--- config.mk ---
export PLATFORM = sky130hd
export DESIGN_NAME = arm_branch_offset_codec_top
export DESIGN_NICKNAME = d
export VERILOG_FILES = /design/src/hdl/aboc_pkg.sv /design/src/hdl/arm_branch_offset_codec_top.sv
export SDC_FILE = /design/constraint.sdc
export NUM_CORES = 1
export LEC_CHECK = 0
export ABC_AREA = 1
export BUFFER_PORTS_ARGS = -buffer_cell sky130_fd_sc_hd__clkbuf_2
export CAP_MARGIN = 20
export CORE_MARGIN = 5
export CORE_UTILIZATION = 35
export CTS_BUF_LIST = sky130_fd_sc_hd__clkbuf_2
export DETAILED_ROUTE_END_ITERATION = 10
export HOLD_SLACK_MARGIN = 0.06
export PLACE_DENSITY = 0.67
export SLEW_MARGIN = 20
export SYNTH_ARGS = -nofsm -noshare
export SYNTH_HDL_FRONTEND = slang
export SYNTH_SLANG_ARGS = --single-unit
--- constraint.sdc ---
create_clock -name clk -period 5.4 [get_ports clk]
set_clock_uncertainty 0.1 [all_clocks]
set_input_delay 1.35 -clock clk [delete_from_list [all_inputs] [get_ports clk]]
set_output_delay 1.35 -clock clk [all_outputs]
set_load 0.01 [all_outputs]
--- src/hdl/aboc_pkg.sv ---
// Package: item types, operation and branch kind codes, prefetch and compact tag constants.
`default_nettype none

package aboc_pkg;

	typedef enum logic {
		OP_COMPRESS   = 1'b0,
		OP_DECOMPRESS = 1'b1
	} aboc_op_t;

	typedef enum logic [2:0] {
		KIND_OFF8  = 3'd0,
		KIND_OFF11 = 3'd1,
		KIND_OFF24 = 3'd2,
		KIND_OFF25 = 3'd3,
		KIND_OFF21 = 3'd4
	} aboc_kind_t;

	// compact opcode tag, bits 15..12
	localparam logic [3:0] TAG_OFF8  = 4'h1;
	localparam logic [3:0] TAG_OFF11 = 4'h2;
	localparam logic [3:0] TAG_OFF24 = 4'h3;
	localparam logic [3:0] TAG_OFF25 = 4'h4;
	localparam logic [3:0] TAG_OFF21 = 4'h5;

	// pipeline lookahead seen by the PC
	localparam logic [3:0] PF_THUMB     = 4'd4;
	localparam logic [3:0] PF_THUMB_MIS = 4'd2;
	localparam logic [3:0] PF_ARM       = 4'd8;

	typedef struct packed {
		logic        operation;
		logic [2:0]  branch_kind;
		logic [31:0] instruction_word;
		logic [31:0] instr_address;
		logic [15:0] compact_op_in;
		logic [31:0] offset_in;
	} aboc_req_t;

	typedef struct packed {
		logic        ok;
		logic [15:0] compact_op_out;
		logic [31:0] offset_out;
		logic [31:0] instruction_out;
	} aboc_rsp_t;

endpackage

`default_nettype wire

--- src/hdl/arm_branch_offset_codec_top.sv ---
// Top level: ARM/Thumb branch offset compress and decompress, two-register pipeline.
//
// Usage:
//   cmd channel (cmd_valid/cmd_ready/cmd) carries one request item: an operation
//   (compress or decompress), a branch kind and the operands for that operation.
//   rsp channel (rsp_valid/rsp_ready/rsp) returns exactly one result item per
//   request, in order. ok is low for an unknown branch kind, and then every
//   other result field is zero. Fields not produced by the chosen operation
//   are zero.
// Path: a request accepted on cmd is registered in the input stage; its result
//   is registered in the result stage when that stage is free and shows on rsp.
// Throughput: one item per cycle unless rsp stalls. Decode, sign extension
//   and one 32-bit add/subtract sit between the input and result registers.
// Stall: both stages advance together when the result stage is free. While
//   rsp_valid is high and rsp_ready low the result holds and the input stage
//   holds its item; cmd_ready still stays high while the input stage is empty, so
//   up to two items are buffered. cmd_ready follows rsp_ready combinationally.
// Reset: arst_n low empties both stages at once; no result is pending after
//   reset. The block keeps no other state.
`default_nettype none

module arm_branch_offset_codec_top (
	input  wire logic               clk,
	input  wire logic               arst_n,
	input  wire logic               cmd_valid,
	output logic                    cmd_ready,
	input  wire aboc_pkg::aboc_req_t cmd,
	output logic                    rsp_valid,
	input  wire logic               rsp_ready,
	output aboc_pkg::aboc_rsp_t     rsp
);

	aboc_pkg::aboc_req_t req_s1;
	logic                vld_s1;
	aboc_pkg::aboc_rsp_t rsp_s2;
	logic                vld_s2;
	logic                advance;
	aboc_pkg::aboc_rsp_t res;

	// compress intermediates
	logic [31:0] w;
	logic [31:0] off_sext;
	logic [31:0] pf_ext;
	logic        s25;
	logic [24:0] t25;
	logic [20:0] t21;
	logic [3:0]  pf25;

	// decompress intermediates
	logic [31:0] d_sub;
	logic [31:0] d;
	logic        sd;

	// result stage frees up when empty or being taken
	assign advance   = !vld_s2 || rsp_ready;
	assign cmd_ready = !vld_s1 || advance;

	always_ff @(posedge clk or negedge arst_n) begin
		if (!arst_n) begin
			vld_s1 <= 1'b0;
			vld_s2 <= 1'b0;
		end else begin
			if (cmd_ready) begin
				vld_s1 <= cmd_valid;
			end
			if (advance) begin
				vld_s2 <= vld_s1;
			end
		end
	end

	always_ff @(posedge clk) begin
		if (cmd_ready && cmd_valid) begin
			req_s1 <= cmd;
		end
		if (advance && vld_s1) begin
			rsp_s2 <= res;
		end
	end

	// Thumb-2 field assembly for the OFF25 and OFF21 compress kinds
	assign w    = req_s1.instruction_word;
	assign s25  = w[26];
	assign t25  = {s25, ~(w[13] ^ s25), ~(w[11] ^ s25), w[25:16], w[10:0], 1'b0};
	assign t21  = {w[26], w[13], w[11], w[21:16], w[10:0], 1'b0};
	// BLX to ARM state from an address that is not word-aligned sees a prefetch of 2
	assign pf25 = (w[14] && !w[12] && (req_s1.instr_address[1:0] != 2'b00))
		? aboc_pkg::PF_THUMB_MIS : aboc_pkg::PF_THUMB;

	// decompress: offset minus prefetch
	always_comb begin
		unique case (req_s1.branch_kind)
			aboc_pkg::KIND_OFF24: d_sub = {28'd0, aboc_pkg::PF_ARM};
			aboc_pkg::KIND_OFF25: d_sub = {28'd0, req_s1.compact_op_in[11:8]};
			default:              d_sub = {28'd0, aboc_pkg::PF_THUMB};
		endcase
	end
	assign d  = req_s1.offset_in - d_sub;
	assign sd = d[24];

	always_comb begin
		res      = '0;
		off_sext = '0;
		pf_ext   = {28'd0, aboc_pkg::PF_THUMB};
		if (req_s1.operation == aboc_pkg::OP_COMPRESS) begin
			res.ok = 1'b1;
			unique case (req_s1.branch_kind)
				aboc_pkg::KIND_OFF8: begin
					off_sext           = {{23{w[7]}}, w[7:0], 1'b0};
					res.compact_op_out = {aboc_pkg::TAG_OFF8, 4'd0, w[15:8]};
				end
				aboc_pkg::KIND_OFF11: begin
					off_sext           = {{20{w[10]}}, w[10:0], 1'b0};
					res.compact_op_out = {aboc_pkg::TAG_OFF11, 7'd0, w[15:11]};
				end
				aboc_pkg::KIND_OFF24: begin
					off_sext           = {{6{w[23]}}, w[23:0], 2'b00};
					pf_ext             = {28'd0, aboc_pkg::PF_ARM};
					res.compact_op_out = {aboc_pkg::TAG_OFF24, 4'd0, w[31:24]};
				end
				aboc_pkg::KIND_OFF25: begin
					off_sext           = {{7{t25[24]}}, t25};
					pf_ext             = {28'd0, pf25};
					res.compact_op_out = {aboc_pkg::TAG_OFF25, pf25, w[31:27], w[15], w[14], w[12]};
				end
				aboc_pkg::KIND_OFF21: begin
					off_sext           = {{11{t21[20]}}, t21};
					res.compact_op_out = {aboc_pkg::TAG_OFF21, 8'd0, w[25:22]};
				end
				default: begin
					res.ok = 1'b0;
				end
			endcase
			if (res.ok) begin
				res.offset_out = off_sext + pf_ext;
			end
		end else begin
			res.ok = 1'b1;
			unique case (req_s1.branch_kind)
				aboc_pkg::KIND_OFF8: begin
					res.instruction_out = {12'd0, req_s1.compact_op_in[11:0], d[8:1]};
				end
				aboc_pkg::KIND_OFF11: begin
					res.instruction_out = {9'd0, req_s1.compact_op_in[11:0], d[11:1]};
				end
				aboc_pkg::KIND_OFF24: begin
					res.instruction_out = {req_s1.compact_op_in[7:0], d[25:2]};
				end
				aboc_pkg::KIND_OFF25: begin
					res.instruction_out = {req_s1.compact_op_in[7:3], sd, d[21:12],
						req_s1.compact_op_in[2], req_s1.compact_op_in[1], ~(d[23] ^ sd),
						req_s1.compact_op_in[0], ~(d[22] ^ sd), d[11:1]};
				end
				aboc_pkg::KIND_OFF21: begin
					res.instruction_out = {4'hF, 1'b0, d[20], req_s1.compact_op_in[3:0],
						d[17:12], 1'b1, 1'b0, d[19], 1'b0, d[18], d[11:1]};
				end
				default: begin
					res.ok = 1'b0;
				end
			endcase
		end
	end

	assign rsp_valid = vld_s2;
	assign rsp       = rsp_s2;

	// input stage holds its item while the result stage is blocked
	ap_s1_hold: assert property (@(posedge clk) disable iff (!arst_n)
		vld_s1 && !advance |=> vld_s1 && $stable(req_s1))
		else $error("input stage lost item during stall");

	// rejected kind gives an all-zero result
	ap_bad_zero: assert property (@(posedge clk) disable iff (!arst_n)
		rsp_valid && !rsp.ok |-> rsp.compact_op_out == 16'd0 &&
			rsp.offset_out == 32'd0 && rsp.instruction_out == 32'd0)
		else $error("invalid kind produced nonzero fields");

	// compress results carry a known tag and no instruction word
	ap_cmp_tag: assert property (@(posedge clk) disable iff (!arst_n)
		rsp_valid && rsp.compact_op_out != 16'd0 |-> rsp.instruction_out == 32'd0 &&
			(rsp.compact_op_out[15:12] == aboc_pkg::TAG_OFF8 ||
			 rsp.compact_op_out[15:12] == aboc_pkg::TAG_OFF11 ||
			 rsp.compact_op_out[15:12] == aboc_pkg::TAG_OFF24 ||
			 rsp.compact_op_out[15:12] == aboc_pkg::TAG_OFF25 ||
			 rsp.compact_op_out[15:12] == aboc_pkg::TAG_OFF21))
		else $error("compress result malformed");

	// recorded Thumb-2 BL/BLX prefetch is 2 or 4
	ap_pf25: assert property (@(posedge clk) disable iff (!arst_n)
		rsp_valid && rsp.compact_op_out[15:12] == aboc_pkg::TAG_OFF25 |->
			rsp.compact_op_out[11:8] == aboc_pkg::PF_THUMB ||
			rsp.compact_op_out[11:8] == aboc_pkg::PF_THUMB_MIS)
		else $error("bad prefetch in compact opcode");

endmodule

`default_nettype wire
# [Yosys cells after proc, flatten, opt, wreduce, memory -nomap -nowiden]
# Index checks and enable logic that the tools add are counted.
[totals] input_bits=120 ff_bits=159 word_cells=51 output_inout_bits=83
[op_classes] bitwise=9 n_eq_ne=4 n_addsub=2 mux=11 n_reduce_logical=13
[op_table] op="$pmux 32 s5" n=2
[op_table] op="$pmux 15 s5" n=1
[op_table] op="$mux 32" n=2
[op_table] op="$add 32x32->32" n=1
[op_table] op="$sub 26x4->26" n=1
[op_table] op="$pmux 4 s2" n=2
[op_table] op="$eq 3x2->1 const B" n=2
[op_table] op="$not 1->1" n=5
[op_table] op="$reduce_or 5->1" n=1
[op_table] op="$logic_and 1x1->1" n=4
[op_table] op="$xor 1x1->1" n=4
[op_table] op="$eq 3x1->1 const B" n=1
[op_table] op="$eq 3x3->1 const B" n=1
[op_table] op="$logic_not 1->1" n=3
[op_table] op="$logic_not 3->1" n=1
[op_table] op="$mux 1" n=3
[op_table] op="$mux 3" n=1
[op_table] op="$logic_or 1x1->1" n=2
[op_table] op="$reduce_bool 2->1" n=1
[op_table] op="$reduce_or 2->1" n=1

# [Depth between registers and ports, before layout]
# Gate-level depths: netlist of the first run.
[logic_depth] depth_word=7 ltp_mapped=19 depth_no_buf=18

# [Least setup slack after synthesis of the first run]
# Ideal clock, no wire load.
[synth_timing] kind="input -> register" startpoint="in rsp_ready" endpoint="reg rsp_s2 (netlist bit rsp[0]) (enable)" setup_slack_ns=-0.359 t_required_ns=4.762 arrival_ns=5.121 setup_ns=0.538 n_path_buf=0 stages=2 cell_sequence="inv_1 > a21oi_1"
[synth_via] elab_chain_len=2
[synth_lines] item="start, declared" line="arm_branch_offset_codec_top.sv:29" rtl="input wire logic rsp_ready,"
[synth_lines] item="$logic_or 1x1->1" line="arm_branch_offset_codec_top.sv:55" rtl="assign advance = !vld_s2 || rsp_ready;"
[synth_lines] item="$logic_and 1x1->1" line="arm_branch_offset_codec_top.sv:76" rtl="if (advance && vld_s1) begin"
[synth_lines] item="end signal, assigned" line="arm_branch_offset_codec_top.sv:77" rtl="rsp_s2 <= res;"
[synth_lines] item="end, declared" line="arm_branch_offset_codec_top.sv:35" rtl="aboc_pkg::aboc_rsp_t rsp_s2;"
# No other way between the ends.
# A chain may end at the register's enable or synchronous reset.

# [Worst setup path in the final report of the first run]
[layout_timing] startpoint="reg req_s1[114] (netlist bit)" endpoint="reg rsp_s2 (netlist bit rsp[11]), data pin"
[layout_via] elab_chain_len=6 elab_cells_between_ends=10 cone_classes="add/sub (1); eq/ne (4); mux (2); bitwise (2); reduce/logical (1)"
[layout_lines] item="start, declared" line="arm_branch_offset_codec_top.sv:33" rtl="aboc_pkg::aboc_req_t req_s1;"
[layout_lines] item="start signal, assigned" line="arm_branch_offset_codec_top.sv:74" rtl="req_s1 <= cmd;"
[layout_lines] item="$eq 3x2->1" line="arm_branch_offset_codec_top.sv:92, arm_branch_offset_codec_top.sv:139"
[layout_lines] item="$pmux 4 s2" line="arm_branch_offset_codec_top.sv:92" rtl="unique case (req_s1.branch_kind)"
[layout_lines] item="$sub 26x4->26" line="arm_branch_offset_codec_top.sv:98" rtl="assign d = req_s1.offset_in - d_sub;"
[layout_lines] item="$xor 1x1->1" line="arm_branch_offset_codec_top.sv:152" rtl="req_s1.compact_op_in[0], ~(d[22] ^ sd), d[11:1]};"
[layout_lines] item="$not 1->1" line="arm_branch_offset_codec_top.sv:152"
[layout_lines] item="$pmux 32 s5 (*)" line="arm_branch_offset_codec_top.sv:139" rtl="unique case (req_s1.branch_kind)"
# Mark *: on every way between the ends. The rest lies on a longest branch, timed or not.

==> results.ini, run 1 <==
[place]
dp_hpwl_um=18300
portBuffers=158
gp_congestion=0.929

[detailed_routing]
vias_per_cell=4.97
routed-via-count=6528
drc=0
ant_nets=0
wl_per_cell_um=18.2
drt_wl_total_um=24000
first_iter_violations=586
firstDrtPassIters=5

[logic_synthesis]
synthXorXnorAreaFrac=0.0152
yosys_warnings=0
synthMuxAreaShare=0
synth_cells=854
synth_top_family_by_area=simple AND/OR/NAND/NOR gates
synthDistinctLibCells=49
synth_top_area_frac=0.571
syn_area_um2=8050
synthFlopType=edfxtp_1
synth-compound-area-share=0.0787
synthSimpleGateAreaFrac=0.246
synth_top_area_cell=edfxtp_1
synth_edf_count=153
synthArstFlopShare=0.0129
syn_avg_cell_area_um2=9.42
synth-seq-area-share=0.577
synth_adder_area_share=0.0143
synth.area.top_cells=edfxtp_1 (57%), nand2_1 (9.2%), nand3_1 (4.5%)
synth_seq_cells=155

[power]
irDropWorstVdd_uv=154
p_per_area_nw_per_um2=284
p_leak_uw=0.00398

[global_route]
grtUsageMet3=0.0434
grtUsageMet1=0.280
antenna_found_initial=2
met2_usage=0.258
overflow=0
grt_max_degree=78
grt_busiest_layer=met1
grt_util_all_layers=0.183
grt_pass1_vias=6246
grt_pass1_wl_um=36300

[die]
initial_utilization=0.355
fp.dieW_um=162
rows=55
core_um2=22600
fp.dieH_um=162
io_pins=203
die_area_um2=26100

[sta]
rsz0062_at_grt=no
setup_violations=0
clock.fmax_mhz=266
slew_viol_final=0
worst_slew_pin_slew_ps=1040
hold_viol=0
fin_tns_setup_ps=0
fin_crit_ps=3750
fin_crit_sh=0.695
slew-limit-headroom=0.309

[clock_tree]
clk_path_buf_depth=2
clk_pin_slew_ps=250
cts_resized=0
cts_hold_buf=0
h-tree-depth=4
clockRootBuffer=clkbuf_2
clkSinkCount=155
clk_latency_ps=750
post_cts_buffers=0
cts_inserted_buffers=17
cts_tree=built

[critical_path]
crit_fanout=11
critPathKind=register to register
worstPathRequired_ps=5800
cp_data_arrival_time_ps=4150
start_kind=register
cp-end-kind=register

[run]
drv_cap=0

[final_layout]
drive_gt1_frac=0.240
fin_util=0.412
syn_to_final_growth_pct=16.0
nets=1143

[hold_path]
hold_path_class=primary input to async pin

[run_status]
outcome=completed

==> cell usage after synthesis (all sizes together) (6+ instances only) <==
cell type  count
nand4         17
inv          104
nor3           8
o22ai         10
o21ai         24
ha             6
buf           14
xor2           9
a21oi         52
nor2         115
nand3         77
a31oi          8
nand2        214
edfxtp       153
clkbuf        10
==> kinds of logic (layout without fill, tap and decap cells) <==
logic type               after synthesis  count (layout)
AND/OR/NAND/NOR                      434             434
flip-flops                           155             155
buffers and inverters                131             302
AO/OA/AOI/OAI                        111             111
XOR/XNOR                              14              14
adder cells (fa/ha/maj)                8               8
other                                  1               5
==> through the flow <==
step	area, µm²	std cells	hold WS [ps]	setup slack (ps)	total power, µW
after floorplan	8060	857	357	1210	1830
after global placement	9110	1281	391	1780	2040
after detailed placement	9110	1281	406	1700	2040
after CTS	9330	1313	138	1680	2680
after global routing	9340	1314	120	1310	2780
final	9340	1314	227	1650	2650
==> area by class of cell <==
cell class	instances	area, µm²
fill	2251	13300
antenna	1	2.50
inverter	107	409
sequential	155	4640
clock buffer	17	85.1
clock inverter	15	138
timing repair buffer	163	828
tap	285	357
multi-input combinational	571	2870
==> cells in the final DEF, fill, tap and decap left out, types with 8 or more instances in the layout <==
cell type / n
a31oi_1: 8
nand2_1: 198
o21ai_0: 19
nand2_2: 15
nand3_1: 73
xor2_1: 9
clkbuf_2: 175
nor2_2: 11
nor2_1: 96
inv_1: 94
o22ai_1: 10
nand4_1: 16
inv_2: 8
edfxtp_1: 153
a21oi_1: 51
==> per-layer routing <==
metal / wire, µm / share of wire / vias to the layer above
met4: 388 / 0.016 / 2
li1: - / - / 3206
met3: 2150 / 0.090 / 25
met5: 18 / 0.00075 / -
met1: 11400 / 0.48 / 3005
met2: 9990 / 0.42 / 290
==> worst paths after layout <==
check,start,slack (ps),end,cells after the start
min in group clk,vld_s1$_DFFE_PN0N_,440,rsp_valid$_DFFE_PN0P_,2
max,req_s1[114]$_DFFE_PP_,1650,rsp[11]$_SDFFCE_PN0P_,16
max in group asynchronous,arst_n,4860,vld_s1$_DFFE_PN0N_,1
max reg2reg,req_s1[114]$_DFFE_PP_,1650,rsp[11]$_SDFFCE_PN0P_,16
min reg2reg,vld_s1$_DFFE_PN0N_,440,rsp_valid$_DFFE_PN0P_,2
min,arst_n,230,rsp_valid$_DFFE_PN0P_,1
==> flip-flops by register name, indices dropped and copies added (netlist names) <==
signal	flops
rsp	77
w	32
req_s1	44
vld_s1	1
rsp_valid	1
==> worst max-delay path, stage by stage, from the launching register on <==
cell      delay, ps
edfxtp_1        680
inv_6           190
nand3_1         430
nor2_1          360
fa_1            270
inv_1            50
nand3_1          60
nand2_1         120
nor2_1          350
nand2_1         160
inv_1           140
nand3_1          80
and2_1          230
nand2_1          70
nand2_1          60
nor2_1           80
a21oi_1          90
==> report_power, final <==
group          switching, µW  internal [µW]  leakage [µW]
sequential              68.0           1460       0.00152
combinational            334            148       0.00234
clock                    464            175      0.000128
total                    866           1790       0.00398
Note: power is estimated with default switching activity, not from simulation.
==> run 2: changes to the inputs <==
==> constraint.sdc (replaced) <==
create_clock -name clk -period 3.6 [get_ports clk]
set_clock_uncertainty 0.1 [all_clocks]
set_input_delay 0.9 -clock clk [delete_from_list [all_inputs] [get_ports clk]]
set_output_delay 0.9 -clock clk [all_outputs]
set_load 0.01 [all_outputs]
==> run 2 against run 1 <==
  * First-iteration DRC count grew 0.68%
  * Sequential cell count unchanged
  * Register-to-register slack worse by 1300 ps
  * Combinational power is 55% higher
  * Core utilization rose by 0.66 points
  * Total power rose by 53%
  * Die area unchanged
  * Fmax rose by 15%
  * Largest cell class unchanged
==> results.ini, run 2 (synthesis results as in run 1) <==
[global_route]
grt_pass1_vias=6411  ; +2.6%
grt_pass1_wl_um=36500  ; +0.51%
antenna_found_initial=1  ; -1
overflow=0  ; unchanged
grt_util_all_layers=0.183  ; about the same
grt_max_degree=78  ; unchanged

[final_layout]
nets=1156  ; +1.1%
syn_to_final_growth_pct=17.9
mostFrequentLayoutCells=nand2_1 (198), clkbuf_2 (178), edfxtp_1 (153)
fillers=2273  ; +0.98%
largest_reg_flops=77  ; unchanged
drive_gt1_frac=0.248  ; +0.00757
fin_util=0.419  ; +0.00663
final_common_cell=nand2_1

[detailed_routing]
drt_wl_total_um=24000  ; about the same
wl_per_cell_um=18.1  ; -0.95%
routed-via-count=6719  ; +2.9%
firstDrtPassIters=5  ; unchanged
ant_nets=0  ; unchanged
vias_per_cell=5.06  ; +1.9%
first_iter_violations=590  ; +0.68%
drc=0  ; unchanged

[die]
rows=55  ; unchanged
io_pins=203  ; unchanged
fp.dieH_um=162  ; unchanged
die_area_um2=26100  ; unchanged
initial_utilization=0.355  ; unchanged
fp.dieW_um=162  ; unchanged
core_um2=22600  ; unchanged

[clock_tree]
clk_path_buf_depth=2  ; unchanged
cts_hold_buf=1  ; +1
clk_pin_slew_ps=240  ; about the same
clk_latency_ps=750  ; about the same
cts_inserted_buffers=17  ; unchanged
cts_tree=built
cts_resized=0  ; unchanged
h-tree-depth=4  ; unchanged
clkSinkCount=155  ; unchanged
post_cts_buffers=0  ; unchanged
clockRootBuffer=clkbuf_2

[run]
drv_cap=0  ; unchanged

[critical_path]
cp-startpoint=req_s1[113]$_DFFE_PP_
critPathKind=register to register
start_kind=register
cp_slowest_stage_delay_ps=610  ; -70 ps
cp.depth=15  ; -1
crit_family=simple AND/OR/NAND/NOR gates
rr_endpoint=rsp[11]$_SDFFCE_PN0P_
cp-end-kind=register
slowest_stage=edfxtp_1
crit_buf_inv=2  ; -1
cp_data_arrival_time_ps=3640  ; -510 ps
worstPathRequired_ps=3990  ; -1810 ps
timing.rr.start=req_s1[113]$_DFFE_PP_
rrSetupSlack_ps=350  ; -1300 ps
crit_fanout=10  ; -1
crit_top_cell=nand2_1
rr_worst_depth=15  ; -1
endpoint=rsp[11]$_SDFFCE_PN0P_
worstPathCellList=inv_4 > nor2_8 > o21ai_0 > ha_1 > a21oi_1 > nand2_1 > nor2_1 > nand2_1 > inv_1 > nand3_1 > and2_1 > nand2_1 > nand2_1 > nor2_1 > a21oi_1

[sta]
worst_slew_pin_slew_ps=684  ; -353 ps
clock.fmax_mhz=307  ; +15%
rsz0062_at_grt=no
slew-limit-headroom=0.539  ; +0.231
slew_viol_final=0  ; unchanged
fin_tns_setup_ps=0  ; unchanged
fin_crit_sh=0.903  ; +0.208
setup_violations=0  ; unchanged
setup_ws_ps=348  ; -1300 ps
hold_viol=0  ; unchanged
fin_crit_ps=3250  ; -500 ps

[power]
p_leak_uw=0.00407  ; +2.2%
combPwrFrac=0.184  ; +0.002
pwr-share-seq=0.564  ; -0.013
p_per_area_nw_per_um2=428  ; +51%
irDropWorstVdd_uv=184  ; +20%
switching_share=0.305  ; -0.0216
power_frac_clock=0.252  ; +0.011
p_int_uw=2820  ; +58%
power.switching_uw=1240  ; +43%

[place]
gp_congestion=0.949  ; +2.1%
portBuffers=158  ; unchanged
dp_hpwl_um=18500  ; +0.96%
place_ws_ps=402  ; -1300 ps

[run_status]
outcome=completed

[hold_path]
hold_path_class=primary input to register

run 2: power by group through the flow:
stage,clock network (µW),registers (µW),logic (µW)
global route,1130,2310,823
global placement,0,2330,736
CTS,1050,2290,749
finish,1020,2290,748
floorplan,0,2350,394
detailed placement,0,2330,746
run 2: worst min path at each step:
| stage | start | end | slack [ps] | cells past startpoint |
|---|---|---|---|---|
| after floorplan | vld_s1$_DFFE_PN0N_ | rsp_valid$_DFFE_PN0P_ | 380 | 2 |
| after global placement | vld_s1$_DFFE_PN0N_ | rsp_valid$_DFFE_PN0P_ | 390 | 2 |
| after detailed placement | vld_s1$_DFFE_PN0N_ | rsp_valid$_DFFE_PN0P_ | 420 | 2 |
| after CTS | cmd[23] | req_s1[23]$_DFFE_PP_ | 130 | 1 |
| after global routing | cmd[23] | req_s1[23]$_DFFE_PP_ | 100 | 1 |
| final | cmd[36] | req_s1[36]$_DFFE_PP_ | 200 | 1 |
run 2: routing by layer:
| metal | global-route usage | wire length (µm) |
|---|---|---|
| met5 | 0 | 0 |
| met3 | 0.0492 | 2190 |
| met4 | 0.0481 | 324 |
| met1 | 0.274 | 11400 |
| met2 | 0.263 | 10100 |
run 2: metrics by stage:
step	hold slack, ps	instance area [µm²]	power (µW)	cells
6_report	202	9490	4060	1327
5_1_grt	99.1	9490	4260	1327
2_1_floorplan	378	8070	2750	857
4_1_cts	128	9480	4100	1326
3_3_place_gp	389	9230	3070	1293
3_5_place_dp	424	9230	3080	1293
run 2: layout make-up:
cell class                      count  area [µm²]  area share
Timing Repair Buffer              176         953       0.101
Multi-Input combinational cell    571        2870       0.303
Clock buffer                       20         100      0.0106
Tap cell                          285         357      0.0376
Inverter                          107         409      0.0431
Sequential cell                   155        4640       0.490
Clock inverter                     12         148      0.0156
Antenna cell                        1        2.50    0.000264
==> run 3: changes to the inputs <==
--- a/config.mk
+++ b/config.mk
@@ -10,7 +10,7 @@
 export CAP_MARGIN = 20
 export CORE_MARGIN = 5
 export CORE_UTILIZATION = 35
-export CTS_BUF_LIST = sky130_fd_sc_hd__clkbuf_2
+export CTS_BUF_LIST = sky130_fd_sc_hd__clkbuf_4 sky130_fd_sc_hd__clkbuf_8
 export DETAILED_ROUTE_END_ITERATION = 10
 export HOLD_SLACK_MARGIN = 0.06
 export PLACE_DENSITY = 0.67
==> constraint.sdc (replaced) <==
create_clock -name clk -period 4.21 [get_ports clk]
set_clock_uncertainty 0.1 [all_clocks]
set_input_delay 1.0525 -clock clk [delete_from_list [all_inputs] [get_ports clk]]
set_output_delay 1.0525 -clock clk [all_outputs]
set_load 0.01 [all_outputs]
==> run 3 against run 2 <==
  * Total power decreased by 9.5%
  * Clock power is 7% higher
  * Via count is 3.0% lower
  * Critical path type unchanged
  * Fmax is 9.8% lower
  * Critical endpoint is now rsp[22]$_SDFFCE_PN0P_
  * Clock-buffer cell count shrank 2
  * Final cell count down 0.98%
  * First-iteration DRC count decreased by 14%
  * Largest power group unchanged
  * Register-to-register slack better by 260 ps
  * Final area rose by 0.42%
  * Setup slack improved by 260 ps
  * Combinational power down 16%
  * Critical path depth is 1 lower
==> results.ini, run 3 (synthesis results as in run 1) <==
[run_status]
outcome=completed

[final_layout]
syn_to_final_growth_pct=18.4
mostFrequentLayoutCells=nand2_1 (198), clkbuf_2 (158), edfxtp_1 (153)
largest_reg_flops=77  ; unchanged
drive_gt1_frac=0.241  ; -0.00683
final_common_cell=nand2_1
fillers=2249  ; -1.1%
fin_util=0.421  ; +0.00177
antennaDiodeCount=0  ; -1
nets=1146  ; -0.87%

[clock_tree]
clk_pin_slew_ps=90  ; -150 ps
cts_resized=0  ; unchanged
clk_latency_ps=460  ; -290 ps
clk_path_buf_depth=2  ; unchanged
h-tree-depth=4  ; unchanged
cts_inserted_buffers=17  ; unchanged
cts_hold_buf=0  ; -1
cts_tree=built
clockRootBuffer=clkbuf_8
post_cts_buffers=0  ; unchanged
clkSinkCount=155  ; unchanged

[sta]
clock.fmax_mhz=277  ; -9.8%
slew_viol_final=0  ; unchanged
hold_viol=0  ; unchanged
slew-limit-headroom=0.516  ; -0.0228
setup_violations=0  ; unchanged
fin_tns_setup_ps=0  ; unchanged
fin_crit_ps=3610  ; +354 ps
worst_slew_pin_slew_ps=724  ; +40.3 ps
fin_crit_sh=0.857  ; -0.0468
rsz0062_at_grt=no

[critical_path]
slowest_stage=edfxtp_1
crit_fanout=19  ; +9
crit_buf_inv=2  ; unchanged
critPathKind=register to register
rr_endpoint=rsp[22]$_SDFFCE_PN0P_
worstPathRequired_ps=4310  ; +320 ps
crit_top_cell=nand2_1
timing.rr.start=req_s1[114]$_DFFE_PP_
rrSetupSlack_ps=600  ; +260 ps
cp_data_arrival_time_ps=3710  ; +70 ps
worstPathCellList=nor2_8 > o21ai_0 > ha_1 > a21oi_1 > nand2_1 > nor2_1 > nand2_1 > inv_1 > nand3_1 > and2_1 > nand2_1 > nand3_1 > o21ai_0 > inv_1
crit_family=simple AND/OR/NAND/NOR gates
cp_slowest_stage_delay_ps=640  ; +30 ps
cp-end-kind=register
start_kind=register
rr_worst_depth=14  ; -1

[power]
p_leak_uw=0.00405  ; -0.39%
irDropWorstVdd_uv=207  ; +12%
p_per_area_nw_per_um2=386  ; -9.9%

[detailed_routing]
vias_per_cell=4.96  ; -2.0%
drc=0  ; unchanged
firstDrtPassIters=5  ; unchanged
routed-via-count=6517  ; -3.0%
ant_nets=0  ; unchanged
drt_wl_total_um=23800  ; -0.52%
wl_per_cell_um=18.1  ; +0.47%
first_iter_violations=509  ; -14%

[global_route]
overflow=0  ; unchanged
grt_pass1_wl_um=36600  ; +0.24%
antenna_found_initial=0  ; -1
grt_pass1_vias=6293  ; -1.8%
grt_max_degree=78  ; unchanged
grt_util_all_layers=0.184  ; +0.00127

[place]
dp_hpwl_um=18400  ; -0.39%
portBuffers=158  ; unchanged
gp_congestion=0.925  ; -2.5%

[run]
drv_cap=0  ; unchanged

[die]
fp.dieH_um=162  ; unchanged
rows=55  ; unchanged
core_um2=22600  ; unchanged
die_area_um2=26100  ; unchanged
initial_utilization=0.355  ; unchanged
io_pins=203  ; unchanged
fp.dieW_um=162  ; unchanged

[hold_path]
hold_path_class=primary input to async pin

-- run 3: report_power, final --
group / total [µW] / internal (µW) / switching, µW
registers: 1960 / 1880 / 85.5
clock network: 1090 / 523 / 568
logic: 627 / 198 / 429
-- run 3: layer usage --
metal	vias up	routed length, µm	GRT usage
met3	20	2010	0.0480
met2	257	10100	0.262
li1	3211	-	-
met4	0	234	0.0438
met1	3029	11500	0.280
met5	-	0	0
-- run 3: layout make-up --
type                       instances  area [µm²]  area share
multi-input combinational        571        2870       0.302
clock buffer                      18         241      0.0253
clock inverter                    12         126      0.0133
timing repair buffer             166         876      0.0919
sequential                       155        4640       0.488
inverter                         107         409      0.0429
tap                              285         357      0.0374
-- run 3: worst max-delay path by stage --
stage / startpoint / end / cells past startpoint
after floorplan: rsp_ready / rsp[0]$_SDFFCE_PN0P_ / 2
after global routing: req_s1[112]$_DFFE_PP_ / rsp[62]$_SDFFCE_PP0P_ / 15
final: req_s1[114]$_DFFE_PP_ / rsp[22]$_SDFFCE_PN0P_ / 14
after detailed placement: req_s1[114]$_DFFE_PP_ / rsp[22]$_SDFFCE_PN0P_ / 14
after global placement: req_s1[114]$_DFFE_PP_ / rsp[22]$_SDFFCE_PN0P_ / 14
after CTS: req_s1[114]$_DFFE_PP_ / rsp[22]$_SDFFCE_PN0P_ / 14
-- run 3: per-stage QoR --
| step | instances | instance area, µm² | hold WS [ps] | total power, µW | setup slack (ps) |
|---|---|---|---|---|---|
| 2_1_floorplan | 857 | 8060 | 357 | 2350 | 319 |
| 3_3_place_gp | 1284 | 9160 | 392 | 2620 | 735 |
| 3_5_place_dp | 1284 | 9160 | 411 | 2620 | 643 |
| 4_1_cts | 1314 | 9530 | 223 | 3720 | 628 |
| 5_1_grt | 1314 | 9530 | 220 | 3860 | 370 |
| 6_report | 1314 | 9530 | 253 | 3680 | 604 |
-- run 3: worst reg2reg max path, cell delays in order, from the launching register on --
cell and delay (ps):
edfxtp_1 640, nor2_8 390, o21ai_0 190, ha_1 360, a21oi_1 170, nand2_1 150
nor2_1 340, nand2_1 170, inv_1 140, nand3_1 70, and2_1 220, nand2_1 80
nand3_1 70, o21ai_0 220, inv_1 80
